==> src/modexp_pkg.sv <==
package modexp_pkg;
    localparam int unsigned WIDTH_DEFAULT = 32;
    localparam int unsigned CFG_DATA_W = 32;
    localparam int unsigned FIELD_W = 32;
    localparam logic CFG_IDX_EXPONENT = 1'b0;
    localparam logic CFG_IDX_MODULUS = 1'b1;

    // state codes of the top-level sequencer
    localparam logic [2:0] ST_IDLE = 3'd0;
    localparam logic [2:0] ST_RED = 3'd1;
    localparam logic [2:0] ST_SQR = 3'd2;
    localparam logic [2:0] ST_MUL = 3'd3;
    localparam logic [2:0] ST_DONE = 3'd4;

    typedef struct packed {
        logic start;
    } mm_ctrl_t;
endpackage

==> src/modexp_cell.sv <==
// one bit slice of the modular adder chain: sum and compare ripple through cells
module modexp_cell (
    input  logic a_bit,
    input  logic b_bit,
    input  logic gap_bit,
    input  logic carry_in,
    input  logic borrow_in,
    output logic sum_bit,
    output logic carry_out,
    output logic diff_bit,
    output logic borrow_out
);
    assign sum_bit = a_bit ^ b_bit ^ carry_in;
    assign carry_out = (a_bit & b_bit) | (carry_in & (a_bit ^ b_bit));
    assign diff_bit = a_bit ^ gap_bit ^ borrow_in;
    assign borrow_out = (~a_bit & gap_bit) | (borrow_in & ~(a_bit ^ gap_bit));
endmodule

==> src/modexp_mulmod.sv <==
// shift-and-add modular multiplier: each multiplier bit takes a doubling phase, then an add phase
module modexp_mulmod #(
    parameter int unsigned WIDTH = modexp_pkg::WIDTH_DEFAULT
) (
    input  logic                  aclk,
    input  logic                  aresetn,
    input  modexp_pkg::mm_ctrl_t  ctrl,
    input  logic [WIDTH-1:0]      op_a,
    input  logic [WIDTH-1:0]      op_b,
    input  logic [WIDTH-1:0]      modulus,
    output logic [WIDTH-1:0]      product,
    output logic                  done
);
    localparam int unsigned CW = $clog2(WIDTH);

    logic [WIDTH-1:0] acc_reg, acc_next;
    logic [WIDTH-1:0] b_reg, b_next;
    logic [CW-1:0]    cnt_reg, cnt_next;
    logic             phase_reg, phase_next;
    logic             run_reg, run_next;
    logic             done_reg, done_next;

    logic [WIDTH-1:0] add_in, gap, sum, diff, addmod;
    logic [WIDTH:0]   carry, borrow;

    // phase 0 doubles acc, phase 1 adds op_a when the bit is set
    assign add_in = phase_reg ? op_a : acc_reg;
    assign gap = modulus - add_in;
    assign carry[0] = 1'b0;
    assign borrow[0] = 1'b0;

    genvar i;
    generate
        for (i = 0; i < WIDTH; i++) begin : g_cell
            modexp_cell u_cell (
                .a_bit     (acc_reg[i]),
                .b_bit     (add_in[i]),
                .gap_bit   (gap[i]),
                .carry_in  (carry[i]),
                .borrow_in (borrow[i]),
                .sum_bit   (sum[i]),
                .carry_out (carry[i+1]),
                .diff_bit  (diff[i]),
                .borrow_out(borrow[i+1])
            );
        end
    endgenerate

    // no borrow means acc >= gap, so wrap by subtracting the gap
    assign addmod = borrow[WIDTH] ? sum : diff;

    always_comb begin
        acc_next = acc_reg;
        b_next = b_reg;
        cnt_next = cnt_reg;
        phase_next = phase_reg;
        run_next = run_reg;
        done_next = 1'b0;
        if (ctrl.start) begin
            acc_next = '0;
            b_next = op_b;
            cnt_next = CW'(WIDTH - 1);
            phase_next = 1'b0;
            run_next = 1'b1;
        end else if (run_reg) begin
            if (!phase_reg) begin
                acc_next = addmod;
                phase_next = 1'b1;
            end else begin
                if (b_reg[WIDTH-1]) begin
                    acc_next = addmod;
                end
                b_next = {b_reg[WIDTH-2:0], 1'b0};
                phase_next = 1'b0;
                if (cnt_reg == '0) begin
                    run_next = 1'b0;
                    done_next = 1'b1;
                end else begin
                    cnt_next = cnt_reg - 1'b1;
                end
            end
        end
    end

    always_ff @(posedge aclk) begin
        if (!aresetn) begin
            run_reg <= 1'b0;
            done_reg <= 1'b0;
            phase_reg <= 1'b0;
        end else begin
            run_reg <= run_next;
            done_reg <= done_next;
            phase_reg <= phase_next;
        end
        acc_reg <= acc_next;
        b_reg <= b_next;
        cnt_reg <= cnt_next;
    end

    assign product = acc_reg;
    assign done = done_reg;
endmodule

==> src/modular_exponentiation.sv <==
// modular exponentiation: power_result = base ^ exponent mod modulus
// channels:
//   s_axis_*  : one base per transaction (tdata = base)
//   m_axis_*  : one power_result per transaction (tdata = power_result)
//   cfg_*     : register writes, index 0 exponent, index 1 modulus
// sequence per item, from acceptance to the result appearing:
//   reduction of base by restoring subtract steps
//   then WIDTH exponent bits, each one squaring plus, when the bit is set, one
//   multiply, every modular multiply running in the shared bit-slice chain
// one item at a time: s_axis_tready is high only while the block is idle,
// and the next base can be taken at the earliest in the cycle after the result leaves
// the result sits in the output register until m_axis_tready; a stalled
// receiver simply holds the block in its done state
// reset (aresetn low, synchronous) gives exponent 1, modulus 2, no item
// modulus 0 returns 0
module modular_exponentiation #(
    parameter int unsigned WIDTH = modexp_pkg::WIDTH_DEFAULT
) (
    input  logic                          aclk,
    input  logic                          aresetn,
    input  logic                          s_axis_tvalid,
    output logic                          s_axis_tready,
    input  logic [modexp_pkg::FIELD_W-1:0] s_axis_tdata,  // [31:0] base
    output logic                          m_axis_tvalid,
    input  logic                          m_axis_tready,
    output logic [modexp_pkg::FIELD_W-1:0] m_axis_tdata,  // [31:0] power_result
    input  logic                          cfg_valid,
    output logic                          cfg_ready,
    input  logic                          cfg_index,
    input  logic [modexp_pkg::CFG_DATA_W-1:0] cfg_data
);
    localparam int unsigned CW = $clog2(WIDTH + 1);

    logic [2:0]       state_reg, state_next;
    logic [WIDTH-1:0] exp_reg, mod_reg;
    logic [WIDTH-1:0] base_reg, base_next;
    logic [WIDTH-1:0] acc_reg, acc_next;
    logic [WIDTH-1:0] ebits_reg, ebits_next;
    logic [WIDTH:0]   rem_reg, rem_next;
    logic [WIDTH-1:0] quo_reg, quo_next;
    logic [CW-1:0]    cnt_reg, cnt_next;
    logic             go_reg, go_next;
    logic [WIDTH-1:0] res_reg, res_next;

    logic [WIDTH-1:0] mm_a, mm_b, mm_p;
    logic             mm_done;
    modexp_pkg::mm_ctrl_t mm_ctrl;
    logic [WIDTH:0]   rem_sh;

    assign cfg_ready = 1'b1;
    assign s_axis_tready = (state_reg == modexp_pkg::ST_IDLE);
    assign m_axis_tvalid = (state_reg == modexp_pkg::ST_DONE);
    assign m_axis_tdata = modexp_pkg::FIELD_W'(res_reg);

    always_ff @(posedge aclk) begin
        if (!aresetn) begin
            exp_reg <= WIDTH'(1);
            mod_reg <= WIDTH'(2);
        end else if (cfg_valid) begin
            if (cfg_index == modexp_pkg::CFG_IDX_EXPONENT) begin
                exp_reg <= WIDTH'(cfg_data);
            end else begin
                mod_reg <= WIDTH'(cfg_data);
            end
        end
    end

    // restoring division step for base reduction
    assign rem_sh = {rem_reg[WIDTH-1:0], quo_reg[WIDTH-1]};

    assign mm_a = acc_reg;
    assign mm_b = (state_reg == modexp_pkg::ST_MUL) ? base_reg : acc_reg;
    assign mm_ctrl.start = go_reg;

    modexp_mulmod #(.WIDTH(WIDTH)) u_mulmod (
        .aclk    (aclk),
        .aresetn (aresetn),
        .ctrl    (mm_ctrl),
        .op_a    (mm_a),
        .op_b    (mm_b),
        .modulus (mod_reg),
        .product (mm_p),
        .done    (mm_done)
    );

    always_comb begin
        state_next = state_reg;
        base_next = base_reg;
        acc_next = acc_reg;
        ebits_next = ebits_reg;
        rem_next = rem_reg;
        quo_next = quo_reg;
        cnt_next = cnt_reg;
        go_next = 1'b0;
        res_next = res_reg;
        unique case (state_reg)
            modexp_pkg::ST_IDLE: begin
                if (s_axis_tvalid) begin
                    if (mod_reg == '0) begin
                        res_next = '0;
                        state_next = modexp_pkg::ST_DONE;
                    end else begin
                        rem_next = '0;
                        quo_next = WIDTH'(s_axis_tdata);
                        cnt_next = CW'(WIDTH);
                        ebits_next = exp_reg;
                        // 1 mod m: 0 only when m is 1
                        acc_next = (mod_reg == WIDTH'(1)) ? '0 : WIDTH'(1);
                        state_next = modexp_pkg::ST_RED;
                    end
                end
            end
            modexp_pkg::ST_RED: begin
                if (cnt_reg == '0) begin
                    base_next = rem_reg[WIDTH-1:0];
                    cnt_next = CW'(WIDTH);
                    go_next = 1'b1;
                    state_next = modexp_pkg::ST_SQR;
                end else begin
                    if (rem_sh >= {1'b0, mod_reg}) begin
                        rem_next = rem_sh - {1'b0, mod_reg};
                    end else begin
                        rem_next = rem_sh;
                    end
                    quo_next = {quo_reg[WIDTH-2:0], 1'b0};
                    cnt_next = cnt_reg - 1'b1;
                end
            end
            modexp_pkg::ST_SQR: begin
                if (mm_done) begin
                    acc_next = mm_p;
                    go_next = 1'b1;
                    if (ebits_reg[WIDTH-1]) begin
                        state_next = modexp_pkg::ST_MUL;
                    end else if (cnt_reg == CW'(1)) begin
                        go_next = 1'b0;
                        res_next = mm_p;
                        state_next = modexp_pkg::ST_DONE;
                    end else begin
                        ebits_next = {ebits_reg[WIDTH-2:0], 1'b0};
                        cnt_next = cnt_reg - 1'b1;
                    end
                end
            end
            modexp_pkg::ST_MUL: begin
                if (mm_done) begin
                    acc_next = mm_p;
                    ebits_next = {ebits_reg[WIDTH-2:0], 1'b0};
                    if (cnt_reg == CW'(1)) begin
                        res_next = mm_p;
                        state_next = modexp_pkg::ST_DONE;
                    end else begin
                        cnt_next = cnt_reg - 1'b1;
                        go_next = 1'b1;
                        state_next = modexp_pkg::ST_SQR;
                    end
                end
            end
            modexp_pkg::ST_DONE: begin
                if (m_axis_tready) begin
                    state_next = modexp_pkg::ST_IDLE;
                end
            end
            default: state_next = modexp_pkg::ST_IDLE;
        endcase
    end

    always_ff @(posedge aclk) begin
        if (!aresetn) begin
            state_reg <= modexp_pkg::ST_IDLE;
            go_reg <= 1'b0;
        end else begin
            state_reg <= state_next;
            go_reg <= go_next;
        end
        base_reg <= base_next;
        acc_reg <= acc_next;
        ebits_reg <= ebits_next;
        rem_reg <= rem_next;
        quo_reg <= quo_next;
        cnt_reg <= cnt_next;
        res_reg <= res_next;
    end

    // no base is taken while a result is pending
    assert property (@(posedge aclk) disable iff (!aresetn)
        m_axis_tvalid |-> !s_axis_tready)
        else $error("input taken while result pending");

    // a multiply never completes while the sequencer is idle
    assert property (@(posedge aclk) disable iff (!aresetn)
        (state_reg == modexp_pkg::ST_IDLE) |-> !mm_done)
        else $error("stray multiply completion");

    // the result is below a nonzero modulus
    assert property (@(posedge aclk) disable iff (!aresetn)
        (m_axis_tvalid && mod_reg != '0) |-> (res_reg < mod_reg))
        else $error("result not reduced");
endmodule
==> config.mk <==
export PLATFORM = sky130hd
export DESIGN_NAME = modular_exponentiation
export DESIGN_NICKNAME = d
export VERILOG_FILES = /design/src/modexp_pkg.sv /design/src/modexp_cell.sv /design/src/modexp_mulmod.sv /design/src/modular_exponentiation.sv
export SDC_FILE = /design/constraint.sdc
export NUM_CORES = 1
export LEC_CHECK = 0
export ABC_AREA = 1
export BUFFER_PORTS_ARGS = -buffer_cell sky130_fd_sc_hd__buf_2
export CAP_MARGIN = 20
export CORE_ASPECT_RATIO = 1.5
export CORE_MARGIN = 3
export CORE_UTILIZATION = 50
export CTS_CLUSTER_DIAMETER = 40
export DETAILED_ROUTE_END_ITERATION = 8
export HOLD_SLACK_MARGIN = 0.1
export PLACE_DENSITY = 0.75
export SLEW_MARGIN = 20
export SYNTH_ARGS = -nofsm -noshare
export SYNTH_HDL_FRONTEND = slang
export SYNTH_SLANG_ARGS = --single-unit
==> constraint.sdc <==
create_clock -name aclk -period 25.3 [get_ports aclk]
set_input_delay 3.795 -clock aclk [delete_from_list [all_inputs] [get_ports aclk]]
set_output_delay 3.795 -clock aclk [all_outputs]
set_load 0.05 [all_outputs]
==> results.json <==
{
  "min_to": "u_mulmod.cnt_reg[4]$_SDFFE_PP1P_",
  "wl_met2_mm": 27.4,
  "synth_cells": 2503,
  "cp_common_cell": "fa_1",
  "total_leakage_power_nw": 9.92,
  "die_height_um": 252,
  "synthArstFlopShare": 0,
  "dieArea_mm2": 0.0429,
  "power_mw": 3.13,
  "drive_above_1_share": 0.0977,
  "synthTopCellsByArea": "edfxtp_1 (34%), nand2_1 (13%), dfxtp_1 (11%), o21ai_0 (6.6%), fa_1 (6.3%)",
  "critPathSlowestCell": "dfxtp_1",
  "wl_per_cell_um": 18.0,
  "tns_ns": 0,
  "ys_warn_count": 0,
  "nNetsFinal": 2768,
  "firstDrtPassIters": 7,
  "worstPathRequired_ns": 25.73,
  "setup.worst_path.class": "reg -> reg",
  "final_area_mm2": 0.0224,
  "yosys.area.top_type": "edfxtp_1",
  "grt_antenna_before_repair": 0,
  "htreeDepth": 2,
  "syn_area_per_cell_um2": 8.06,
  "hold_buffers": 0,
  "cts_made_buffers": 39,
  "pin_count": 105,
  "cts_buffer_depth": 3,
  "grtUsageTotal": 0.262,
  "max_slew.worst_pin.slew_ns": 1.01,
  "wl_met3_mm": 2.31,
  "ant_nets": 0,
  "drc": 0,
  "port_buffers": 103,
  "crit_cells": 46,
  "vias": 16700,
  "met1_length_mm": 22.3,
  "routabilityCongestion": 0.931,
  "slowest_delay_ns": 0.95,
  "hold_path.startpoint": "u_mulmod.cnt_reg[4]$_SDFFE_PP1P_",
  "rows": 89,
  "initial_utilization": 0.509,
  "outcome": "finished, final reports clean",
  "vias_per_cell": 5.37,
  "antenna_cells": 0,
  "dp_hpwl_mm": 42.6,
  "cp.arrival_ns": 16.01,
  "drtIter0Drc": 1253,
  "hold_class": "reg -> reg",
  "grt.overflow.total": 0,
  "clock_latency_ns": 0.56,
  "reg2reg_to": "u_mulmod.product[31]$_SDFFE_PP0P_",
  "cts.repair.resized": 0,
  "final-hold-violation-count": 0,
  "finClkSkew_ns": 0.0193,
  "synthTopCellsByCount": "nand2_1 (673), nor2_1 (300), inv_1 (286), o21ai_0 (266), edfxtp_1 (230)",
  "wirelength_mm": 55.9,
  "synth.distinct_cells": 45,
  "cts_sinks": 338,
  "fp.coreArea_mm2": 0.0396,
  "grt_first_pass_wirelength_mm": 88.5,
  "clock-root-buffer": "clkbuf_16",
  "synth_ff_type": "edfxtp_1",
  "powerDensity_mw_per_mm2": 140,
  "synth_edf_count": 230,
  "slew_violations": 0,
  "ys_ff_latch": 338,
  "max_freq_mhz": 64.2,
  "clk_pin_slew_ns": 0.06,
  "highest_layer": "met4",
  "rsz0062_at_grt": "no",
  "endpoint_kind": "flop",
  "placed_area_mm2": 0.0211,
  "cts_setup_buffers": 0,
  "cts_tree": "built",
  "vdd_ir_drop_max_uv": 67.0,
  "rrSetupSlack_ns": 9.72,
  "fin_crit_ns": 15.58,
  "cp_max_fo": 36,
  "synthesis.area_mm2": 0.0202,
  "whs_ns": 0.461,
  "synth_top_area_share": 0.342,
  "grt_max_degree": 69,
  "r2r_start": "u_mulmod.phase_reg$_SDFFE_PP0P_",
  "synth.net_count": 2702,
  "maxSlewHeadroom": 0.324,
  "cp-start-kind": "flop",
  "setup_viol": 0,
  "synth.most_common_cell": "nand2_1",
  "maxCapViolations": 0,
  "syn_to_final_growth_pct": 10.9,
  "die_w_um": 170,
  "min_period_over_period": 0.616,
  "crit_family": "adder cells",
  "min_path_cells": 2,
  "grt_pass1_vias": 16500,
  "crit_buf_inv": 9,
  "r2r_cells": 46,
  "synth.yosys.seq_area_share": 0.449
}
==> logic make-up after synthesis <==
family / Yosys count / share of synthesized area
AO/OA/AOI/OAI: 442 / 0.115
XOR/XNOR: 39 / 0.0169
adder cells (fa/ha/maj): 129 / 0.103
buffers and inverters: 390 / 0.0761
flip-flops: 338 / 0.449
other: 1 / 0.000186
AND/OR/NAND/NOR: 1164 / 0.239
==> cell usage in the layout, fill, tap and decap left out, drive strengths merged, types with 7 or more instances in the layout <==
cell type    n
a21oi      104
a31oi       31
and2         8
buf        120
clkbuf      46
clkinv      10
dfxtp      108
edfxtp     230
fa          63
ha          66
inv        307
nand2      679
nand3       61
nand3b      32
nand4       21
nor2       305
nor3        20
o21ai      285
o21bai       7
or2         35
xnor2       19
xor2        20
==> layer usage <==
metal,vias up,GRT usage
met3,169,0.0248
met5,-,0
li1,8291,-
met2,488,0.454
met1,7714,0.314
met4,0,0.158
==> report_power, final <==
group,switching [mW],internal (mW)
clock network,0.251,0.316
registers,0.134,0.836
logic,1.07,0.523
==> worst register-to-register path, delay by kind of cell, from the launching register on <==
family | cells | cell delay [ns]
flops | 1 | 0.95
compound gates | 3 | 0.44
simple gates | 1 | 0.11
fa+ha+maj | 33 | 12.65
buf+inv | 9 | 1.32
==> through the flow <==
| step | instances | setup slack [ns] | utilization |
|---|---|---|---|
| after floorplan | 2503 | 11.42 | - |
| after global placement | 3028 | 9.90 | 0.531 |
| after detailed placement | 3028 | 9.76 | 0.531 |
| after CTS | 3100 | 9.73 | 0.564 |
| after global routing | 3100 | 8.88 | 0.564 |
| final | 3100 | 9.72 | 0.564 |
==> final cells by class <==
class                   instances  area [µm²]
clock buffers                  46        1030
flip-flops and latches        338        9070
fillers                      3556       17300
inverters                     295        1110
well taps                     500         626
repair buffers                120         643
multi-input cells            1775        9620
clock inverters                26         270
==> worst max path at each step <==
stage                                          from                           endpoint  slack (ns)
global route        u_mulmod.phase_reg$_SDFFE_PP0P_  u_mulmod.product[29]$_SDFFE_PP0P_        8.88
floorplan           u_mulmod.phase_reg$_SDFFE_PP0P_  u_mulmod.product[31]$_SDFFE_PP0P_       11.42
global placement    u_mulmod.phase_reg$_SDFFE_PP0P_  u_mulmod.product[31]$_SDFFE_PP0P_        9.90
finish              u_mulmod.phase_reg$_SDFFE_PP0P_  u_mulmod.product[31]$_SDFFE_PP0P_        9.72
detailed placement  u_mulmod.phase_reg$_SDFFE_PP0P_  u_mulmod.product[31]$_SDFFE_PP0P_        9.76
CTS                 u_mulmod.phase_reg$_SDFFE_PP0P_  u_mulmod.product[31]$_SDFFE_PP0P_        9.73
Power figures use the tool's default switching activity.
